===== config.mk =====
export PLATFORM = sky130hd
export DESIGN_NAME = swmm_ctrl
export DESIGN_NICKNAME = d
export VERILOG_FILES = /design/src/swmm_pkg.sv /design/src/swmm_ctrl.sv
export SDC_FILE = /design/constraint.sdc
export NUM_CORES = 1
export LEC_CHECK = 0
export BUFFER_PORTS_ARGS = -buffer_cell sky130_fd_sc_hd__buf_2
export CORE_AREA = 2 2 39 41
export DETAILED_ROUTE_END_ITERATION = 10
export DIE_AREA = 0 0 41 43
export SYNTH_ARGS = -nofsm -noshare
export SYNTH_HDL_FRONTEND = slang
export SYNTH_SLANG_ARGS = --single-unit
export TNS_END_PERCENT = 50

===== constraint.sdc =====
create_clock -name i_clk -period 2.8 [get_ports i_clk]
set_input_delay 0.84 -clock i_clk [delete_from_list [all_inputs] [get_ports i_clk]]
set_output_delay 0.84 -clock i_clk [all_outputs]
set_load 0.1 [all_outputs]

===== src/swmm_pkg.sv =====
// Shared constants and controller/datapath interface types for the sliding window min/max block.
package swmm_pkg;

    // Widths of the stream and of the window register, the reset window length and the default queue depth.
    localparam int VAL_W          = 32;
    localparam int CFG_W          = 11;
    localparam int WIN_RESET      = 3;
    localparam int WINDOW_MAX_DEF = 1024;

    // Queue indexes: one monotonic queue for the minimum, one for the maximum.
    localparam int Q_MIN = 0;
    localparam int Q_MAX = 1;
    localparam int NUM_Q = 2;

    // Commands from the controller to the datapath.
    typedef struct packed {
        logic load;      // capture the accepted request
        logic rd_head;   // read the head entry of both queues
        logic exp_chk;   // expire a head that has left the window
        logic rd_tail;   // read the tail entry of both queues
        logic tail_chk;  // drop a dominated tail entry
        logic push;      // append the new sample to both queues
        logic emit;      // load the result register
    } t_cmd;

    // Status from the datapath to the controller.
    typedef struct packed {
        logic all_done;  // no queue has tail entries left to test
        logic out_busy;  // result register full and stalled
    } t_sts;

endpackage


===== src/swmm_ctrl.sv =====
// Sequencer that steps one request through expiry, tail pruning, push and result.
module swmm_ctrl
    import swmm_pkg::*;
(
    input  logic i_clk,
    input  logic i_rst_n,
    input  logic i_valid,
    output logic o_stall,
    input  t_sts i_sts,
    output t_cmd o_cmd
);

    typedef enum logic [7:0] {
        S_IDLE     = 8'b0000_0001,
        S_EXP_RD   = 8'b0000_0010,
        S_EXP_CHK  = 8'b0000_0100,
        S_TAIL_RD  = 8'b0000_1000,
        S_TAIL_CHK = 8'b0001_0000,
        S_PUSH     = 8'b0010_0000,
        S_HEAD_RD  = 8'b0100_0000,
        S_EMIT     = 8'b1000_0000
    } t_state;

    t_state r_state;
    t_state n_state;

    // Next state and command decode.
    always_comb begin
        n_state = r_state;
        o_cmd   = '0;
        case (r_state)
            S_IDLE: begin
                if (i_valid) begin
                    o_cmd.load = 1'b1;
                    n_state    = S_EXP_RD;
                end
            end
            S_EXP_RD: begin
                o_cmd.rd_head = 1'b1;
                n_state       = S_EXP_CHK;
            end
            S_EXP_CHK: begin
                o_cmd.exp_chk = 1'b1;
                n_state       = S_TAIL_RD;
            end
            S_TAIL_RD: begin
                if (i_sts.all_done) begin
                    n_state = S_PUSH;
                end else begin
                    o_cmd.rd_tail = 1'b1;
                    n_state       = S_TAIL_CHK;
                end
            end
            S_TAIL_CHK: begin
                o_cmd.tail_chk = 1'b1;
                n_state        = S_TAIL_RD;
            end
            S_PUSH: begin
                o_cmd.push = 1'b1;
                n_state    = S_HEAD_RD;
            end
            S_HEAD_RD: begin
                o_cmd.rd_head = 1'b1;
                n_state       = S_EMIT;
            end
            S_EMIT: begin
                if (!i_sts.out_busy) begin
                    o_cmd.emit = 1'b1;
                    n_state    = S_IDLE;
                end
            end
            default: begin
                n_state = S_IDLE;
            end
        endcase
    end

    // State register.
    always_ff @(posedge i_clk) begin
        if (!i_rst_n) begin
            r_state <= S_IDLE;
        end else begin
            r_state <= n_state;
        end
    end

    // Requests are taken only between items.
    assign o_stall = (r_state != S_IDLE);

    // Tail reads happen only while some queue still has entries to test.
    a_tail_rd_needed: assert property (@(posedge i_clk) disable iff (!i_rst_n)
        o_cmd.rd_tail |-> !i_sts.all_done)
        else $error("tail read issued with all queues done");

    // An accepted request goes through the head read and the expiry check before the push step.
    a_load_no_push: assert property (@(posedge i_clk) disable iff (!i_rst_n)
        o_cmd.load |=> ##1 !o_cmd.push)
        else $error("push too soon after load");

    // A result is never loaded while the previous one is stalled.
    a_emit_free: assert property (@(posedge i_clk) disable iff (!i_rst_n)
        o_cmd.emit |-> !i_sts.out_busy)
        else $error("result loaded over a stalled result");

endmodule


# == Word-level counts from Yosys, hierarchy flattened ==
# Index checks and enable logic that the tools add are counted.
# word_totals
register_bits,8
output_inout_bits,8
# op_classes
n_eq_ne,11
n_mux,14
reduce_logical,3
# ops
cell,n
8-bit one-hot mux with 7 select lines,1
8-bit two-way mux,2
1-bit two-way mux,10
8-bit by 1-bit == test with 1-bit output (second input constant),1
8-bit by 2-bit == test with 1-bit output (second input constant),1
8-bit by 3-bit == test with 1-bit output (second input constant),1
8-bit by 4-bit == test with 1-bit output (second input constant),1
8-bit by 5-bit == test with 1-bit output (second input constant),1
8-bit by 6-bit == test with 1-bit output (second input constant),1
8-bit by 7-bit == test with 1-bit output (second input constant),1
8-bit == test (second input constant),1
8-bit by 1-bit inequality test with 1-bit output (second input constant),1
6-bit two-way mux,1
2-bit inequality test (second input constant),2
2-bit OR reduction,2
2-bit AND reduction,1

# == Longest topological paths before layout ==
# depth
depth_word,3
ltp_mapped,4

# == Least setup slack after synthesis ==
# Ideal clock, no wire load.
# synth_path
kind,register to output
from,reg r_state[5]
to,out o_cmd[2] (netlist bit)
arrival_ns,2.944
required_time_ns,1.960
setup_slack_ns,-0.984
path_stages_with_launch,4
n_path_buf,0
cell_sequence,dfxtp_1 > nor2_2 > nand3_1 > nor3b_1
# synth_lines
element,line_no,text
"start, declared",swmm_ctrl.sv:24,t_state r_state;
"start signal, assigned",swmm_ctrl.sv:83,r_state <= n_state;
"end, declared",swmm_ctrl.sv:10,output t_cmd o_cmd

==> impl_metrics.tcl <==
set metrics [dict create \
    setup-violations-final 0 \
    drc 0 \
    grt_usage_pct 14.10 \
    crit_type "reg -> out" \
    fin_setup_tns_ns 0 \
    end_kind "output pin" \
    rr_worst_depth 4 \
    synth.top_cell.area_share_pct 34.97 \
    layout_common_cells "buf_2, dfxtp_1, nor2_1, clkbuf_4" \
    crit_buf_inv 1 \
    clock_skew_ns 0.001863 \
    dr_total_vias 408 \
    cts_max_level 1 \
    relSlewSlack_pct 67.93 \
    ctsRootBufferMaster "clkbuf_4" \
    ys.flop_type "dfxtp_1" \
    hold_viol_final 0 \
    final_min_period_over_clock_period_pct 94.31 \
    cts_buffers 3 \
    cts_tree "done" \
    synth_compound_area_share_pct 5.191 \
    fin_cells 80 \
    cp_max_fo 5 \
    yosysWarnings 0 \
    fp.dieH_um 43 \
    num-fill-cells 135 \
    start_util_pct 33.09 \
    wl_per_cell_um 11.73 \
    leakagePower_nw 0.2310 \
    synthCells 49 \
    clk_latency_ns 0.24 \
    grt_pass1_vias 404 \
    synth-edff-count 0 \
    die_x_um 41 \
    holdBufCountCts 0 \
    antenna_cells 0 \
    synth-simple-area-share_pct 53.01 \
    critPathTopFamily "simple AND/OR/NAND/NOR gates" \
    rsz0062_at_grt "no" \
    drtPass1Iterations 3 \
    yosysSeqAreaShare_pct 34.97 \
    r2r_start "r_state[0]$_SDFFE_PN1P_" \
    synth_nets 54 \
    slowest_delay_ns 0.59 \
    cp_cell_sequence "or4_4 -> nor4_4 -> clkbuf_4" \
    hold_path_end "r_state[2]$_SDFFE_PN0P_" \
    dp.cells 77 \
    yosys-top-cells-area "dfxtp_1, nor4_4, nand2b_1" \
    max_clock_freq_mhz 378.7 \
    num_rows 14 \
    critPathLaunchType "flip-flop" \
    synth-xor-area-share_pct 3.825 \
    async_flop_share_pct 0 \
    grt_overflow_total 0 \
    ys_seq_elements 8 \
    slew_viol_final 0 \
    clock_sinks 8 \
    vdd_drop_max_mv 0.2542 \
    regToRegSetupSlack_ns 1.29 \
    fin_util_pct 44.94 \
    initialDrtViolationCount 3 \
    run_status "finished clean" \
    die-area_sq_um 1763 \
    path_clk_slew_ns 0.05 \
    finalCriticalPeriod_ns 2.641 \
    routed_via_density 5.100 \
    synthAdderAreaFrac_pct 0 \
    antenna_found_initial 0 \
    r2r-end "r_state[0]$_SDFFE_PN1P_" \
    worst_slew_pin_slew_ns 0.4844 \
    cp.required_ns 1.96 \
    num_io_pins 13 \
    nNetsFinal 71 \
    core_region_area_sq_um 1384 \
    grt_pass1_wl_um 1656 \
    area_growth_pct 35.79 \
    regMostFlops "r_state" \
    final_common_cell "buf_2" \
    netlist_area_sq_um 457.9 \
    grt_max_degree 9 \
    synth_top_family_by_area "simple AND/OR/NAND/NOR gates" \
    syn_area_per_cell_sq_um 9.346 \
    io_buffers 12 \
    largest_reg_flops 8 \
    cp_slowest_cell "or4_4" \
    gp_congestion 0.8060 \
    synth_mux_area_share_pct 2.186 \
    synth_area_leader_cell "dfxtp_1" \
    totalWireLength_um 938 \
    hpwl_um 789.3 \
    cts_buffer_depth 2 \
    top_regs "r_state (8)" \
    powerDensity_nw_per_um2 472.5 \
    hp-class "reg -> reg" \
    ys_types 28 \
    maxCapViolations 0 \
    hold_path_depth 2 \
    hp-start "r_state[1]$_SDFFE_PN0P_" \
    drtAntennaViolNets 0 \
    drive_gt1_share_pct 39.06 \
    cp.arrival_ns 1.80 \
]
-- repair_timing --
action                                  in CTS  in global routing
endpoints found under the setup margin       0                  2
hold endpoints to repair                     0                  0
resized for setup                            0                  1
setup buffers                                0                  0
-- metal layers --
| metal | part of all wire, % | vias to the layer above | GRT usage (%) | routed length (um) |
|---|---|---|---|---|
| met5 | 0 | - | 0 | 0 |
| met4 | 1.2 | 0 | 12.00 | 11 |
| met3 | 4.4 | 2 | 2.094 | 41 |
| met2 | 54 | 9 | 20.31 | 502 |
| met1 | 41 | 182 | 17.21 | 382 |
| li1 | - | 215 | - | - |
-- worst reg2reg max path, delay by kind of cell (launching register included) --
family	cells	cell delay, ns
flip-flops	1	0.35
AND/OR/NAND/NOR	3	0.97
AO/OA/AOI/OAI	1	0.07
-- worst max-delay path by stage --
stage,cells after the start,startpoint,to,slack [ns]
2_1_floorplan,3,r_state[1]$_SDFFE_PN0P_,o_cmd[0],-0.08
3_3_place_gp,3,r_state[0]$_SDFFE_PN1P_,o_cmd[5],0.33
3_5_place_dp,3,r_state[7]$_SDFFE_PN0P_,o_cmd[5],0.31
4_1_cts,3,r_state[0]$_SDFFE_PN1P_,o_cmd[5],0.04
5_1_grt,4,r_state[1]$_SDFFE_PN0P_,o_cmd[0],0.02
6_report,3,r_state[0]$_SDFFE_PN1P_,o_cmd[5],0.16
-- through the flow --
stage               hold slack, ns  power (mW)  instance area, sq um  setup WS, ns
finish                      0.5440      0.2938                 621.8        0.1594
detailed placement          0.5418      0.2156                 596.8        0.3122
global placement            0.5498      0.2154                 596.8        0.3313
floorplan                   0.4960      0.1932                 486.7      -0.07900
CTS                         0.5497      0.2998                 619.3       0.03969
global route                0.5857      0.3105                 621.8       0.02091
-- synthesized netlist by cell type (2+ instances only) --
cell and n:
nor2_1 4, nand2b_1 3, nor3b_1 2, dfxtp_1 8, and3_1 2, nor3_1 2, nand3_1 3, nor4_4 2
nand2_1 2, nor2b_1 2, and2_1 2
-- power by group --
group	internal (mW)	total, mW	switching (mW)
logic	0.0291	0.0897	0.0606
clock network	0.0486	0.0810	0.0324
registers	0.118	0.123	0.00550
total	0.195	0.294	0.0985
-- cells by family (layout without fill, tap and decap cells) --
logic type / Yosys count / after routing
buffers and inverters: 1 / 16
flip-flops: 8 / 8
multiplexers: 1 / 1
XOR/XNOR: 2 / 2
AO/OA/AOI/OAI: 4 / 4
AND/OR/NAND/NOR: 33 / 33
-- layout make-up --
class / count / area (sq um) / share of cell area, %
clock buffers: 3 / 22.52 / 3.622
inverters: 1 / 3.754 / 0.6036
multi-input cells: 40 / 322.8 / 51.91
flip-flops and latches: 8 / 160.2 / 25.75
well taps: 16 / 20.02 / 3.219
repair buffers: 12 / 92.59 / 14.89
(Power assumes the default switching activity.)
